**config.mk**
```make
export PLATFORM = sky130hd
export DESIGN_NAME = ctc_greedy_decoder_top
export DESIGN_NICKNAME = d
export VERILOG_FILES = /design/src/hdl/ctcgd_pkg.sv /design/src/hdl/ctcgd_ctrl.sv /design/src/hdl/ctcgd_dp.sv /design/src/hdl/ctc_greedy_decoder_top.sv
export SDC_FILE = /design/constraint.sdc
export NUM_CORES = 1
export LEC_CHECK = 0
export ABC_AREA = 1
export BUFFER_PORTS_ARGS = -buffer_cell sky130_fd_sc_hd__buf_2
export CORE_MARGIN = 1.5
export CORE_UTILIZATION = 50
export CTS_BUF_LIST = sky130_fd_sc_hd__clkbuf_8 sky130_fd_sc_hd__clkbuf_16
export CTS_CLUSTER_DIAMETER = 30
export DETAILED_ROUTE_END_ITERATION = 10
export PLACE_DENSITY = 0.73
export REMOVE_ABC_BUFFERS = 1
export SLEW_MARGIN = 20
export SYNTH_ARGS = -nofsm -noshare
export SYNTH_HDL_FRONTEND = slang
export SYNTH_SLANG_ARGS = --single-unit
```
**constraint.sdc**
```tcl
create_clock -name clk -period 5.5 [get_ports clk]
set_clock_uncertainty 0.15 [all_clocks]
set_input_delay 0.825 -clock clk [delete_from_list [all_inputs] [get_ports clk]]
set_output_delay 0.825 -clock clk [all_outputs]
set_load 0.05 [all_outputs]
```
**src/hdl/ctcgd_pkg.sv**
```systemverilog
`timescale 1ns / 1ps

package ctcgd_pkg;

    localparam int SCORE_W   = 16;
    localparam int IDX_W     = 15;
    localparam int TOTAL_W   = 23;
    localparam int COUNT_W   = 7;
    localparam int DICT_W    = 16;
    localparam int MAX_VOCAB = 32768;
    localparam int MAX_STEPS = 64;

    // one quotient bit per cycle over the magnitude of the total
    localparam int DIV_STEPS = TOTAL_W;
    localparam int DIV_CNT_W = $clog2(DIV_STEPS);

    localparam int CFG_ADDR_W = 3;
    localparam int CFG_DATA_W = 32;
    localparam logic [CFG_ADDR_W-1:0] ADDR_DICT_SIZE = CFG_ADDR_W'(0);
    localparam logic [DICT_W-1:0]     DICT_SIZE_RESET = DICT_W'(MAX_VOCAB);

    localparam int OUT_DATA_W = 48;

    typedef enum logic [1:0] {
        S_RUN,
        S_DIV,
        S_FIN
    } state_t;

    typedef struct packed {
        logic accept;
        logic div_step;
        logic div_finish;
    } cmd_t;

endpackage

```
**src/hdl/ctcgd_ctrl.sv**
```systemverilog
`timescale 1ns / 1ps

module ctcgd_ctrl (
    input  logic              clk,
    input  logic              rst_n,
    input  logic              s_tvalid,
    input  logic              step_end,
    input  logic              seq_end,
    input  logic              m_tready,
    output logic              s_tready,
    output logic              m_tvalid,
    output ctcgd_pkg::cmd_t   cmd
);
    import ctcgd_pkg::*;

    state_t               state_reg, state_next;
    logic [DIV_CNT_W-1:0] cnt_reg, cnt_next;
    logic                 out_valid_reg, out_valid_next;
    logic                 slot_free;

    assign slot_free = !out_valid_reg || m_tready;
    assign m_tvalid  = out_valid_reg;

    always_comb
    begin
        state_next = state_reg;
        case (state_reg)
            S_RUN:
            begin
                if (s_tvalid && slot_free && step_end && seq_end)
                begin
                    state_next = S_DIV;
                end
            end
            S_DIV:
            begin
                if (cnt_reg == DIV_CNT_W'(DIV_STEPS - 1))
                begin
                    state_next = S_FIN;
                end
            end
            S_FIN:
            begin
                state_next = S_RUN;
            end
            default:
            begin
                state_next = S_RUN;
            end
        endcase
    end

    always_comb
    begin
        s_tready       = 1'b0;
        cmd            = '0;
        cnt_next       = '0;
        out_valid_next = out_valid_reg && !m_tready;
        case (state_reg)
            S_RUN:
            begin
                s_tready   = slot_free;
                cmd.accept = s_tvalid && slot_free;
                // a plain step end goes straight to the output register
                if (cmd.accept && step_end && !seq_end)
                begin
                    out_valid_next = 1'b1;
                end
            end
            S_DIV:
            begin
                cmd.div_step = 1'b1;
                cnt_next     = cnt_reg + 1'b1;
            end
            S_FIN:
            begin
                cmd.div_finish = 1'b1;
                out_valid_next = 1'b1;
            end
            default:
            begin
                s_tready = 1'b0;
            end
        endcase
    end

    always_ff @(posedge clk or negedge rst_n)
    begin
        if (!rst_n)
        begin
            state_reg     <= S_RUN;
            cnt_reg       <= '0;
            out_valid_reg <= 1'b0;
        end
        else
        begin
            state_reg     <= state_next;
            cnt_reg       <= cnt_next;
            out_valid_reg <= out_valid_next;
        end
    end

endmodule

```
**src/hdl/ctcgd_dp.sv**
```systemverilog
`timescale 1ns / 1ps

module ctcgd_dp (
    input  logic                                   clk,
    input  logic                                   rst_n,
    input  ctcgd_pkg::cmd_t                        cmd,
    input  logic signed [ctcgd_pkg::SCORE_W-1:0]   score,
    input  logic                                   step_end,
    input  logic                                   seq_end,
    input  logic [ctcgd_pkg::DICT_W-1:0]           dict_size,
    output logic                                   char_valid,
    output logic [ctcgd_pkg::IDX_W-1:0]            char_index,
    output logic signed [ctcgd_pkg::SCORE_W-1:0]   char_score,
    output logic                                   sequence_done,
    output logic signed [ctcgd_pkg::SCORE_W-1:0]   mean_score
);
    import ctcgd_pkg::*;

    // step and sequence state
    logic [IDX_W-1:0]          pos_reg;
    logic signed [SCORE_W-1:0] best_score_reg;
    logic [IDX_W-1:0]          best_index_reg;
    logic [IDX_W-1:0]          prev_winner_reg;
    logic                      prev_valid_reg;
    logic signed [TOTAL_W-1:0] total_reg;
    logic [COUNT_W-1:0]        count_reg;

    // result and divider
    logic                      char_valid_reg;
    logic [IDX_W-1:0]          char_index_reg;
    logic signed [SCORE_W-1:0] char_score_reg;
    logic                      seq_done_reg;
    logic signed [SCORE_W-1:0] mean_reg;
    logic [COUNT_W-1:0]        rem_reg;
    logic [TOTAL_W-1:0]        quo_reg;
    logic [COUNT_W-1:0]        divisor_reg;
    logic                      div_neg_reg;
    logic                      div_zero_reg;

    logic                      take;
    logic signed [SCORE_W-1:0] cand_score;
    logic [IDX_W-1:0]          cand_index;
    logic                      emit;
    logic                      add;
    logic signed [TOTAL_W-1:0] total_sum;
    logic [COUNT_W-1:0]        count_sum;
    logic [TOTAL_W-1:0]        total_mag;
    logic [COUNT_W:0]          trial;
    logic                      trial_ge;
    logic [COUNT_W-1:0]        rem_step;
    logic [SCORE_W-1:0]        quo_low;
    logic signed [SCORE_W-1:0] mean_val;

    always_comb
    begin
        take       = (pos_reg == '0) || (score > best_score_reg);
        cand_score = take ? score : best_score_reg;
        cand_index = take ? pos_reg : best_index_reg;
        emit = (!prev_valid_reg || (cand_index != prev_winner_reg))
               && (cand_index != '0)
               && ({1'b0, cand_index} < dict_size);
        // characters beyond the count limit are reported but not averaged
        add       = emit && (count_reg < COUNT_W'(MAX_STEPS));
        total_sum = add ? total_reg + TOTAL_W'(cand_score) : total_reg;
        count_sum = add ? count_reg + 1'b1 : count_reg;
        total_mag = total_sum[TOTAL_W-1] ? TOTAL_W'(-total_sum) : TOTAL_W'(total_sum);

        trial    = {rem_reg, quo_reg[TOTAL_W-1]};
        trial_ge = trial >= {1'b0, divisor_reg};
        rem_step = trial_ge ? COUNT_W'(trial - {1'b0, divisor_reg}) : COUNT_W'(trial);

        quo_low  = quo_reg[SCORE_W-1:0];
        mean_val = div_zero_reg ? '0 : (div_neg_reg ? SCORE_W'(-quo_low) : quo_low);
    end

    always_ff @(posedge clk or negedge rst_n)
    begin
        if (!rst_n)
        begin
            pos_reg         <= '0;
            best_score_reg  <= '0;
            best_index_reg  <= '0;
            prev_winner_reg <= '0;
            prev_valid_reg  <= 1'b0;
            total_reg       <= '0;
            count_reg       <= '0;
        end
        else if (cmd.accept)
        begin
            if (!step_end)
            begin
                best_score_reg <= cand_score;
                best_index_reg <= cand_index;
                // saturate: later scores compete as the last class
                if (pos_reg != IDX_W'(MAX_VOCAB - 1))
                begin
                    pos_reg <= pos_reg + 1'b1;
                end
            end
            else
            begin
                pos_reg        <= '0;
                best_score_reg <= '0;
                best_index_reg <= '0;
                if (seq_end)
                begin
                    prev_winner_reg <= '0;
                    prev_valid_reg  <= 1'b0;
                    total_reg       <= '0;
                    count_reg       <= '0;
                end
                else
                begin
                    prev_winner_reg <= cand_index;
                    prev_valid_reg  <= 1'b1;
                    total_reg       <= total_sum;
                    count_reg       <= count_sum;
                end
            end
        end
    end

    always_ff @(posedge clk)
    begin
        if (cmd.accept && step_end)
        begin
            char_valid_reg <= emit;
            char_index_reg <= emit ? cand_index : '0;
            char_score_reg <= cand_score;
            seq_done_reg   <= seq_end;
            mean_reg       <= '0;
            rem_reg        <= '0;
            quo_reg        <= total_mag;
            divisor_reg    <= count_sum;
            div_neg_reg    <= total_sum[TOTAL_W-1];
            div_zero_reg   <= (count_sum == '0);
        end
        else if (cmd.div_step)
        begin
            rem_reg <= rem_step;
            quo_reg <= {quo_reg[TOTAL_W-2:0], trial_ge};
        end
        else if (cmd.div_finish)
        begin
            mean_reg <= mean_val;
        end
    end

    assign char_valid    = char_valid_reg;
    assign char_index    = char_index_reg;
    assign char_score    = char_score_reg;
    assign sequence_done = seq_done_reg;
    assign mean_score    = mean_reg;

endmodule

```
**src/hdl/ctc_greedy_decoder_top.sv**
```systemverilog
`timescale 1ns / 1ps

// CTC greedy decoder. Class scores (signed Q8.8) enter on the slave stream one per
// cycle in vocabulary order while s_tready is high; s_tlast marks the last score of
// a time step and s_tuser, valid with s_tlast, the last step of a sequence. Each
// step end gives one result beat on the master stream, a plain step end the cycle
// after its last score and a sequence end once the mean is ready: m_tuser says a
// character was emitted, m_tlast closes the sequence and then carries the mean of
// the emitted scores. Input is held off while a serial divider makes one quotient
// bit per cycle over the 23-bit total and a final step signs the mean. Write
// register dict_size (byte address 0) only while the stream is idle; not enforced.
module ctc_greedy_decoder_top (
    input  logic                                  clk,
    input  logic                                  rst_n,
    input  logic                                  s_tvalid,
    output logic                                  s_tready,
    input  logic [ctcgd_pkg::SCORE_W-1:0]         s_tdata,  // [15:0] score
    input  logic                                  s_tlast,  // step_end
    input  logic                                  s_tuser,  // sequence_end
    output logic                                  m_tvalid,
    input  logic                                  m_tready,
    // [14:0] char_index, [30:15] char_score, [46:31] mean_score, [47] zero
    output logic [ctcgd_pkg::OUT_DATA_W-1:0]      m_tdata,
    output logic                                  m_tlast,  // sequence_done
    output logic                                  m_tuser,  // char_valid
    input  logic                                  psel,
    input  logic                                  penable,
    input  logic                                  pwrite,
    input  logic [ctcgd_pkg::CFG_ADDR_W-1:0]      paddr,
    input  logic [ctcgd_pkg::CFG_DATA_W-1:0]      pwdata,
    output logic [ctcgd_pkg::CFG_DATA_W-1:0]      prdata,
    output logic                                  pready
);
    import ctcgd_pkg::*;

    logic [DICT_W-1:0]         dict_size_reg;
    cmd_t                      cmd;
    logic [IDX_W-1:0]          char_index;
    logic signed [SCORE_W-1:0] char_score;
    logic signed [SCORE_W-1:0] mean_score;

    assign pready = 1'b1;
    assign prdata = (paddr == ADDR_DICT_SIZE) ? CFG_DATA_W'(dict_size_reg) : '0;

    always_ff @(posedge clk or negedge rst_n)
    begin
        if (!rst_n)
        begin
            dict_size_reg <= DICT_SIZE_RESET;
        end
        else if (psel && penable && pwrite && pready && (paddr == ADDR_DICT_SIZE))
        begin
            dict_size_reg <= pwdata[DICT_W-1:0];
        end
    end

    ctcgd_ctrl u_ctrl (
        .clk      (clk),
        .rst_n    (rst_n),
        .s_tvalid (s_tvalid),
        .step_end (s_tlast),
        .seq_end  (s_tuser),
        .m_tready (m_tready),
        .s_tready (s_tready),
        .m_tvalid (m_tvalid),
        .cmd      (cmd)
    );

    ctcgd_dp u_dp (
        .clk           (clk),
        .rst_n         (rst_n),
        .cmd           (cmd),
        .score         (s_tdata),
        .step_end      (s_tlast),
        .seq_end       (s_tuser),
        .dict_size     (dict_size_reg),
        .char_valid    (m_tuser),
        .char_index    (char_index),
        .char_score    (char_score),
        .sequence_done (m_tlast),
        .mean_score    (mean_score)
    );

    assign m_tdata = {1'b0, mean_score, char_score, char_index};

    a_ready_needs_slot: assert property (@(posedge clk) disable iff (!rst_n)
        s_tready |-> (!m_tvalid || m_tready))
        else $error("input taken while a result is still held");

    a_emit_not_blank: assert property (@(posedge clk) disable iff (!rst_n)
        (m_tvalid && m_tuser) |-> (m_tdata[14:0] != '0))
        else $error("blank class emitted as a character");

    a_mean_only_at_end: assert property (@(posedge clk) disable iff (!rst_n)
        (m_tvalid && !m_tlast) |-> (m_tdata[46:31] == '0))
        else $error("mean reported before sequence end");

    a_seq_end_stalls: assert property (@(posedge clk) disable iff (!rst_n)
        (s_tvalid && s_tready && s_tlast && s_tuser) |=> !s_tready)
        else $error("input not held off during the mean division");

endmodule

```
### Word level (Yosys, flattened, before mapping)

Index checks and enable logic that the tools add are counted.

| storage, ports and cells | value |
|---|---|
| flip-flop bits (word level) | 204 |
| word-level logic and storage cells | 99 |
| output and inout port bits | 85 |
| bits of input ports | 60 |

| operators by class | value |
|---|---|
| magnitude comparators | 4 |
| reductions and logical operators | 30 |
| equality and inequality tests | 7 |
| add/subtract/negate cells | 7 |
| muxes and demuxes | 29 |
| bitwise operators | 1 |

Operators with widths:

| operator | number |
|---|---|
| two-way mux 23 bit | 5 |
| two-way mux 16 bit | 5 |
| two-way mux 15 bit | 5 |
| adder 23 x 16 -> 23 bit | 1 |
| negator 23 bit | 1 |
| two-way mux 7 bit | 3 |
| > comparator 16 bit | 1 |
| less-than comparator 15 x 16 -> 1 bit | 1 |
| negator 16 bit | 1 |
| adder 15 x 1 -> 15 bit, second input constant | 1 |
| zero test 15 bit | 1 |
| inequality test 15 bit | 1 |
| inequality test 15 bit, second input constant | 1 |
| nonzero test 15 bit | 1 |
| logical AND 1 bit | 12 |
| greater-or-equal comparator 8 x 7 -> 1 bit | 1 |
| AND reduction 2 bit | 4 |
| adder 7 x 1 -> 7 bit, second input constant | 1 |
| zero test 7 bit | 1 |
| less-than comparator 7 bit, second input constant | 1 |
| subtractor 7 bit | 1 |
| two-way mux 1 bit | 6 |
| adder 5 x 1 -> 5 bit, second input constant | 1 |
| equality test 5 bit, second input constant | 1 |
| 13 further kinds | 21 |

### Longest topological paths before layout

Gate-level depths: netlist (run 1).

| logic depth | value |
|---|---|
| depth in word-level cells | 12 |
| gate-level depth with buffers | 40 |
| gate-level depth less buffers | 38 |

### Modules after synthesis

From an unflattened synthesis (run 1), not the netlist that was laid out.

| second synthesis, totals | value |
|---|---|
| cell total of the unflattened synthesis | 1,579 |
| area total of the unflattened synthesis | 12,433.2 sq um |

Modules (own cells, without submodules):

| module | sequential area each (sq um) | times used | area each (sq um) | cells an instance |
|---|---|---|---|---|
| ctcgd_dp | 4,714.5 | 1 | 10,970.5 | 1,399 |
| ctc_greedy_decoder_top | 401.6 | 1 | 1,058.5 | 130 |
| ctcgd_ctrl | 200.2 | 1 | 404.1 | 50 |

### Least setup slack after synthesis (run 1)

OpenSTA, ideal clock, no wires.

| timing | value |
|---|---|
| path type | input to register |
| start point | input port s_tdata[15] (netlist bit) |
| end point | register u_dp.quo_reg[21] (data pin) |
| stages | 33 |
| setup time | 0.253 ns |
| arrival time | 5.297 ns |
| slack | -0.200 ns |
| data required time | 5.097 ns |
| path buffers | 3 |
| cell sequence | ha_1 -> a21oi_1 -> o21ai_0 -> a21oi_1 -> nand2_1 -> nand2_1 -> nand3_4 -> nand2_4 -> buf_4 -> clkbuf_1 -> nand2_1 -> o21ai_0 -> ha_1 -> inv_1 -> fa_1 -> nor2_1 -> a211oi_1 -> o21ai_1 -> a21oi_1 -> o21ai_1 -> a21oi_1 -> o21ai_1 -> a21oi_1 -> o21bai_1 -> xor2_1 -> nand2_1 -> o21ai_2 -> inv_2 -> buf_2 -> o21ai_0 -> nand3_1 -> nand2_1 -> nand2_1 |

| on the way | value |
|---|---|
| elaborated cells between the ends (all ways) | 16 |
| classes of those cells | 2 x add/sub; 2 x order compare; 1 x eq/ne; 5 x mux; 6 x reduce/logical |

RTL lines:

| item | line | text |
|---|---|---|
| start: declaration | ctc_greedy_decoder_top.sv:17 | `input logic [ctcgd_pkg::SCORE_W-1:0] s_tdata,` |
| > comparator 16 bit | ctcgd_dp.sv:56 | `take = (pos_reg == '0) \|\| (score > best_score_reg);` |
| logical OR 1 bit | ctcgd_dp.sv:56 |  |
| two-way mux 16 bit | ctcgd_dp.sv:57 | `cand_score = take ? score : best_score_reg;` |
| net u_dp.cand_score[0] | ctcgd_dp.sv:41 | `logic signed [SCORE_W-1:0] cand_score;` |
| adder 23 x 16 -> 23 bit | ctcgd_dp.sv:64 | `total_sum = add ? total_reg + TOTAL_W'(cand_score) : total_reg;` |
| two-way mux 23 bit | ctcgd_dp.sv:64 |  |
| net u_dp.total_sum[22] | ctcgd_dp.sv:45 | `logic signed [TOTAL_W-1:0] total_sum;` |
| two-way mux 23 bit | ctcgd_dp.sv:66 | `total_mag = total_sum[TOTAL_W-1] ? TOTAL_W'(-total_sum) : TOTAL_W'(total_sum);` |
| two-way mux 23 bit | ctcgd_dp.sv:125 | `if (cmd.accept && step_end)` |
| end signal: assignment | ctcgd_dp.sv:133 | `quo_reg <= total_mag;` |
| end signal: assignment | ctcgd_dp.sv:141 | `quo_reg <= {quo_reg[TOTAL_W-2:0], trial_ge};` |
| end: declaration | ctcgd_dp.sv:35 | `logic [TOTAL_W-1:0] quo_reg;` |

The timed path passes the listed nets, and every way through them passes these cells.
A chain may end at the register's enable or synchronous reset.

### Worst setup path after layout (run 1)

| timing | value |
|---|---|
| start point | input port s_tdata[15] (netlist bit) |
| end point | register u_dp.quo_reg[12] (data pin) |

| on the way | value |
|---|---|
| cells in the longest elaborated chain, start to end | 12 |
| elaborated cells between the ends (all ways) | 16 |
| classes of those cells | 2 x add/sub; 2 x order compare; 1 x eq/ne; 5 x mux; 6 x reduce/logical |

RTL lines:

| item | line | text |
|---|---|---|
| > comparator 16 bit * | ctcgd_dp.sv:56 |  |
| logical OR 1 bit * | ctcgd_dp.sv:56 |  |
| two-way mux 15 bit * | ctcgd_dp.sv:58 | `cand_index = take ? pos_reg : best_index_reg;` |
| net u_dp.cand_index[9] | ctcgd_dp.sv:42 | `logic [IDX_W-1:0] cand_index;` |
| branches (longest 3 deep; another with less-than comparator 15 x 16 -> 1 bit) | -- |  |
| logical AND 1 bit * | ctcgd_dp.sv:61 | `&& ({1'b0, cand_index} < dict_size);` |
| logical AND 1 bit * | ctcgd_dp.sv:63 | `add = emit && (count_reg < COUNT_W'(MAX_STEPS));` |
| two-way mux 23 bit * | ctcgd_dp.sv:64 |  |
| negator 23 bit | ctcgd_dp.sv:66 |  |
| two-way mux 23 bit * | ctcgd_dp.sv:66 |  |
| two-way mux 23 bit * | ctcgd_dp.sv:125 |  |

Mark *: on every way through the listed nets, which the timed path passes.

==> flow_metrics.py, run 1 <==
metrics = {
    "outcome": {
        "outcome": "finished clean",
    },
    "cts": {
        "cts_tree": "done",
        "cts_root_buf": "clkbuf_16",
        "cts.sinks": 204,
        "cts_buffer_depth": 3,
        "clock_latency_ns": 0.55,
        "clk_pin_slew_ns": 0.05,
        "cts.htree.levels": 2,
        "holdBufCountCts": 0,
        "cts_made_buffers": 48,
    },
    "place": {
        "dp.cells": 2007,
        "io_buffers": 110,
        "placed_area_um2": 13500,
        "dp_hpwl_um": 20800,
        "gp_congestion": 0.879,
    },
    "route": {
        "finalWirelength_um": 30700,
        "drt-initial-drc-count": 768,
        "ant_nets": 0,
        "vias_per_cell": 5.27,
        "num_vias": 11050,
        "wire_per_inst_um": 14.6,
        "dr.pass1.iters": 5,
        "drcViolationCount": 0,
    },
    "yosys": {
        "synth_flop_cell": "dfrtp_1",
        "synth-async-reset-ratio_pct": 56.9,
        "yosysSeqAreaShare_pct": 44.4,
        "syn_area_um2": 12000,
        "synth_seq_cells": 204,
        "synth_edf_count": 65,
        "yosys_warnings": 0,
        "syn_inst": 1513,
        "syn_area_per_cell_um2": 7.92,
        "synthDistinctLibCells": 51,
    },
    "run": {
        "drv_cap": 0,
    },
    "critical_path": {
        "r2r-end": "u_dp.quo_reg[12]$_DFFE_PP_",
        "worst-path-max-fanout": 20,
        "required_ns": 5.60,
        "crit_type": "in -> reg",
        "reg2reg_from": "u_dp.best_score_reg[15]$_DFFE_PN0P_",
        "endpoint": "u_dp.quo_reg[12]$_DFFE_PP_",
        "max_stage_delay_ns": 0.32,
        "cp.arrival_ns": 5.18,
        "reg2reg_depth": 30,
        "start_kind": "primary input",
        "startpoint": "s_tdata[15]",
        "cp_common_cell": "nand2_1",
        "end_kind": "register",
        "r2r_slack_ns": 0.45,
        "cp_slowest_cell": "ha_1",
    },
    "grt": {
        "antenna_found_initial": 0,
        "overflow": 0,
        "grt_max_degree": 80,
        "grt_util_all_layers_pct": 25.2,
        "grt_pass1_vias": 10599,
        "grt_pass1_wl_um": 50600,
    },
    "layout": {
        "multi_input_area_um2": 5690,
        "final_nets": 1866,
        "fill_cells": 1910,
        "seqCellArea_um2": 5320,
        "final_cells": 2098,
        "area_growth_pct": 28.1,
        "final_area_um2": 15400,
        "diodes": 0,
        "drive_gt1_share_pct": 19.4,
        "final_util_pct": 65.4,
    },
    "die": {
        "ios": 145,
        "die_h_um": 158,
        "die_area_um2": 24900,
        "start_util_pct": 51.1,
        "core.rowCount": 56,
        "chipWidth_um": 158,
        "core_region_area_um2": 23500,
    },
    "timing": {
        "slew_viol_final": 0,
        "setup_viol": 0,
        "worst_pin_slew_ns": 0.993,
        "hold_viol": 0,
        "fin_tns_setup_ns": 0,
        "min_period_over_period_pct": 92.4,
        "max_freq_mhz": 197,
        "final.min_clock_period_ns": 5.08,
        "max_slew_margin_pct": 33.7,
    },
    "hold_path": {
        "min_path_type": "in -> async",
    },
    "power_and_ir_drop": {
        "p_leak_nw": 7.52,
        "powerDensity_nw_per_um2": 822,
        "vdd_drop_max_mv": 0.439,
    },
}
-- critical path: cells and delay by family --
kind,cells,cell delay (ns)
compound gates,9,1.42
fa+ha+maj,2,0.56
buf+inv,3,0.51
simple gates,16,1.86
-- cell usage in the layout, fill, tap and decap left out, types with 7 or more instances in the layout --
cell type,n
nand2_1,335
inv_1,193
nand3_1,131
nor2_1,123
o21ai_0,119
dfrtp_1,115
buf_4,115
buf_2,109
ha_1,65
edfxtp_1,65
a21oi_1,60
clkbuf_16,48
o22ai_1,39
xor2_1,32
nand4_1,26
dfxtp_1,23
o21ai_1,18
conb_1,18
nor3_1,12
bufinv_16,11
clkinv_1,10
o21ai_2,9
xnor2_1,9
nor4_1,8
nand2_2,8
clkinv_2,7
-- cell usage after synthesis (3+ instances only) --
cell	n	share of area, %
nand2_1	335	10
o22ai_1	39	2.0
edfxtp_1	65	16
nor3_1	12	0.50
buf_1	3	0.094
ha_1	65	6.8
dfxtp_1	23	3.8
or2_2	4	0.21
o21ai_1	18	0.75
clkbuf_1	36	1.1
nand2_2	9	0.47
a21o_1	3	0.19
nand4_1	26	1.4
o21bai_1	4	0.25
xnor2_1	9	0.66
nand3_1	131	5.5
buf_6	4	0.38
o21ai_0	127	5.3
buf_4	19	1.2
nor2_1	125	3.9
nor4_1	8	0.42
a21oi_1	63	2.6
buf_2	7	0.29
a21boi_0	5	0.31
dfrtp_1	115	24
inv_1	189	5.9
xor2_1	32	2.3
a211oi_1	4	0.25
clkinv_1	3	0.094
-- how the worst min path moves through the flow --
stage	startpoint	endpoint	slack, ns	depth (start not counted)
CTS	u_dp.mean_score[9]$_SDFFE_PP0P_	u_dp.mean_score[9]$_SDFFE_PP0P_	0.31	2
finish	rst_n	dict_size_reg[1]$_DFFE_PN0P_	0.17	1
global placement	u_dp.mean_score[1]$_SDFFE_PP0P_	u_dp.mean_score[1]$_SDFFE_PP0P_	0.30	2
detailed placement	u_dp.mean_score[9]$_SDFFE_PP0P_	u_dp.mean_score[9]$_SDFFE_PP0P_	0.30	2
global route	rst_n	dict_size_reg[3]$_DFFE_PN0P_	0.25	1
floorplan	u_dp.rem_reg[6]$_SDFFE_PP0P_	u_dp.rem_reg[6]$_SDFFE_PP0P_	0.30	2
-- layer usage --
layer | wire length, um | GRT usage (%) | part of all wire [%]
met1 | 13400 | 33.2 | 44
met2 | 14800 | 42.0 | 48
met3 | 1850 | 4.46 | 6.0
met4 | 614 | 8.04 | 2.0
met5 | 0 | 0 | 0
-- final cells by class --
type	count	area share [%]
Inverter	194	4.74
Tap cell	319	2.60
Clock buffer	48	7.82
Multi-Input combinational cell	1062	37.1
Sequential cell	204	34.6
Clock inverter	42	3.47
Timing Repair Buffer	229	9.66
-- logic make-up (layout without fill, tap and decap cells) --
| family | Yosys count | in the layout | share of synthesized area [%] |
|---|---|---|---|
| and+or+nand+nor | 662 | 662 | 23.8 |
| xor gates and xnor gates | 41 | 41 | 3.00 |
| AOI/OAI and AO/OA | 274 | 274 | 12.5 |
| buffers and inverters | 263 | 513 | 9.16 |
| other | 2 | 18 | 0.0627 |
| DFF | 204 | 204 | 44.4 |
| adders and majority gates | 67 | 67 | 7.12 |
-- report_power, final --
part	internal, W	switching (W)	leakage (nW)
registers	0.00207	0.000264	2.32
logic	0.00301	0.00425	4.35
clock network	0.00211	0.000923	0.850
-- per-stage QoR --
stage / hold WS [ns] / power [W] / worst slack, ns
2_1_floorplan: 0.296 / 0.00648 / -5.57
3_3_place_gp: 0.297 / 0.00911 / -0.240
3_5_place_dp: 0.303 / 0.00930 / -0.366
4_1_cts: 0.310 / 0.0124 / 0.0898
5_1_grt: 0.248 / 0.0136 / -0.0279
6_report: 0.173 / 0.0126 / 0.420
-- timing repair --
item                                    4_1_cts  5_1_grt
endpoints found under the setup margin        0       23
gates resized for setup                       0       26
buffers inserted                              0        1
(Power assumes the default switching activity.)
==> run 2: changes to the inputs <==
Settings changed: CORE_ASPECT_RATIO set to 0.8, PLACE_DENSITY 0.73 to 0.74.
==> flow_metrics.py, run 2 (synthesis gave the netlist of run 1 again) <==
metrics = {
    "timing": {
        "fin_tns_setup_ns": 0,
        "fin_hold_ws_ns": 0.296,
        "hold_viol": 0,
        "max_freq_mhz": 191,
        "final.min_clock_period_ns": 5.23,
        "slew_viol_final": 0,
        "grt_setup_unrepaired": "true",
        "max_slew_margin_pct": 34.7,
        "min_period_over_period_pct": 95.1,
        "worst_pin_slew_ns": 0.977,
        "setup_viol": 0,
    },
    "route": {
        "finalWirelength_um": 33200,
        "wire_per_inst_um": 15.7,
        "drt-initial-drc-count": 1085,
        "dr.pass1.iters": 5,
        "drcViolationCount": 0,
        "ant_nets": 0,
        "vias_per_cell": 5.46,
        "num_vias": 11554,
    },
    "critical_path": {
        "end_kind": "register",
        "crit_type": "in -> reg",
        "cp.arrival_ns": 5.34,
        "worst-path-max-fanout": 7,
        "cp_slowest_cell": "fa_2",
        "r2r_slack_ns": 0.28,
        "start_kind": "primary input",
        "max_stage_delay_ns": 0.35,
        "required_ns": 5.61,
        "cp_common_cell": "o21ai_2",
    },
    "cts": {
        "cts.htree.levels": 2,
        "cts_made_buffers": 43,
        "holdBufCountCts": 0,
        "clock_latency_ns": 0.54,
        "cts_buffer_depth": 3,
        "clk_pin_slew_ns": 0.05,
        "cts.sinks": 204,
        "cts_tree": "done",
        "cts_root_buf": "clkbuf_16",
    },
    "grt": {
        "antenna_found_initial": 0,
        "overflow": 0,
        "grt_util_all_layers_pct": 26.3,
        "grt_pass1_vias": 11094,
        "grt_max_degree": 70,
        "grt_pass1_wl_um": 53200,
    },
    "place": {
        "dp_hpwl_um": 22300,
        "gp_congestion": 0.911,
        "io_buffers": 110,
    },
    "run": {
        "drv_cap": 0,
    },
    "hold_path": {
        "min_path_type": "in -> async",
    },
    "die": {
        "start_util_pct": 51.1,
        "ios": 145,
        "chipWidth_um": 176,
        "core_region_area_um2": 23500,
        "core.rowCount": 50,
        "die_h_um": 141,
        "die_area_um2": 24900,
    },
    "layout": {
        "final_nets": 1897,
        "diodes": 0,
        "layout_common_cells": "330 x nand2_1, 191 x inv_1, 149 x buf_4",
        "drive_gt1_share_pct": 22.4,
        "area_growth_pct": 29.5,
        "final_common_cell": "nand2_1",
    },
    "outcome": {
        "outcome": "finished clean",
    },
}
[run 2: cell type report]
class / instances / area, um^2
fillers: 1897 / 7940
multi-input cells: 1064 / 5830
flip-flops and latches: 204 / 5320
repair buffers: 262 / 1720
clock buffers: 48 / 1160
inverters: 194 / 733
well taps: 312 / 390
clock inverters: 32 / 360
repair inverters: 1 / 6.26
[run 2: metrics by stage]
| stage | cell area [um^2] | setup WS (ns) | util [%] | cells |
|---|---|---|---|---|
| 2_1_floorplan | 11700 | -5.57 | - | 1460 |
| 3_3_place_gp | 13800 | -0.284 | 58.6 | 2030 |
| 3_5_place_dp | 13800 | -0.460 | 58.6 | 2030 |
| 4_1_cts | 15300 | 0.0322 | 65.1 | 2110 |
| 5_1_grt | 15500 | -0.104 | 66.1 | 2117 |
| 6_report | 15500 | 0.270 | 66.1 | 2117 |
[run 2: timing repair]
item	4_1_cts	5_1_grt
gates cloned	0	3
buffers inserted	0	4
pin swaps	0	13
endpoints found under the setup margin	1	24
resized for setup	1	64
[run 2: path summary, 6_finish.rpt]
kind | startpoint | endpoint | cells after the start
worst max register to register | u_dp.best_score_reg[15]$_DFFE_PN0P_ | u_dp.quo_reg[11]$_DFFE_PP_ | 31
worst max-delay path | s_tdata[15] | u_dp.quo_reg[11]$_DFFE_PP_ | 31
min in group clk | u_dp.mean_score[14]$_SDFFE_PP0P_ | u_dp.mean_score[14]$_SDFFE_PP0P_ | 2
worst min register to register | u_dp.mean_score[14]$_SDFFE_PP0P_ | u_dp.mean_score[14]$_SDFFE_PP0P_ | 2
max in group asynchronous | rst_n | u_dp.pos_reg[6]$_DFFE_PN0P_ | 2
worst min-delay path | rst_n | dict_size_reg[10]$_DFFE_PN0P_ | 1
[run 2: critical path, delay by kind of cell]
family / cells / cell delay (ns)
buffers and inverters: 4 / 0.45
AOI/OAI and AO/OA: 14 / 1.91
adders and majority gates: 3 / 0.88
and+or+nand+nor: 9 / 1.08
xor gates and xnor gates: 1 / 0.18
[run 2: routing by layer]
| metal | vias up | wire length, um | track usage (%) |
|---|---|---|---|
| met5 | - | 0 | 0 |
| met2 | 448 | 15000 | 41.3 |
| met4 | 0 | 670 | 8.41 |
| met1 | 5505 | 14900 | 36.5 |
| met3 | 55 | 2700 | 5.41 |
| li1 | 5546 | - | - |
Power of run 2 is left out: the tool's default activity adds up to more than one toggle a clock period on the data nets, which glitch-free logic cannot reach.
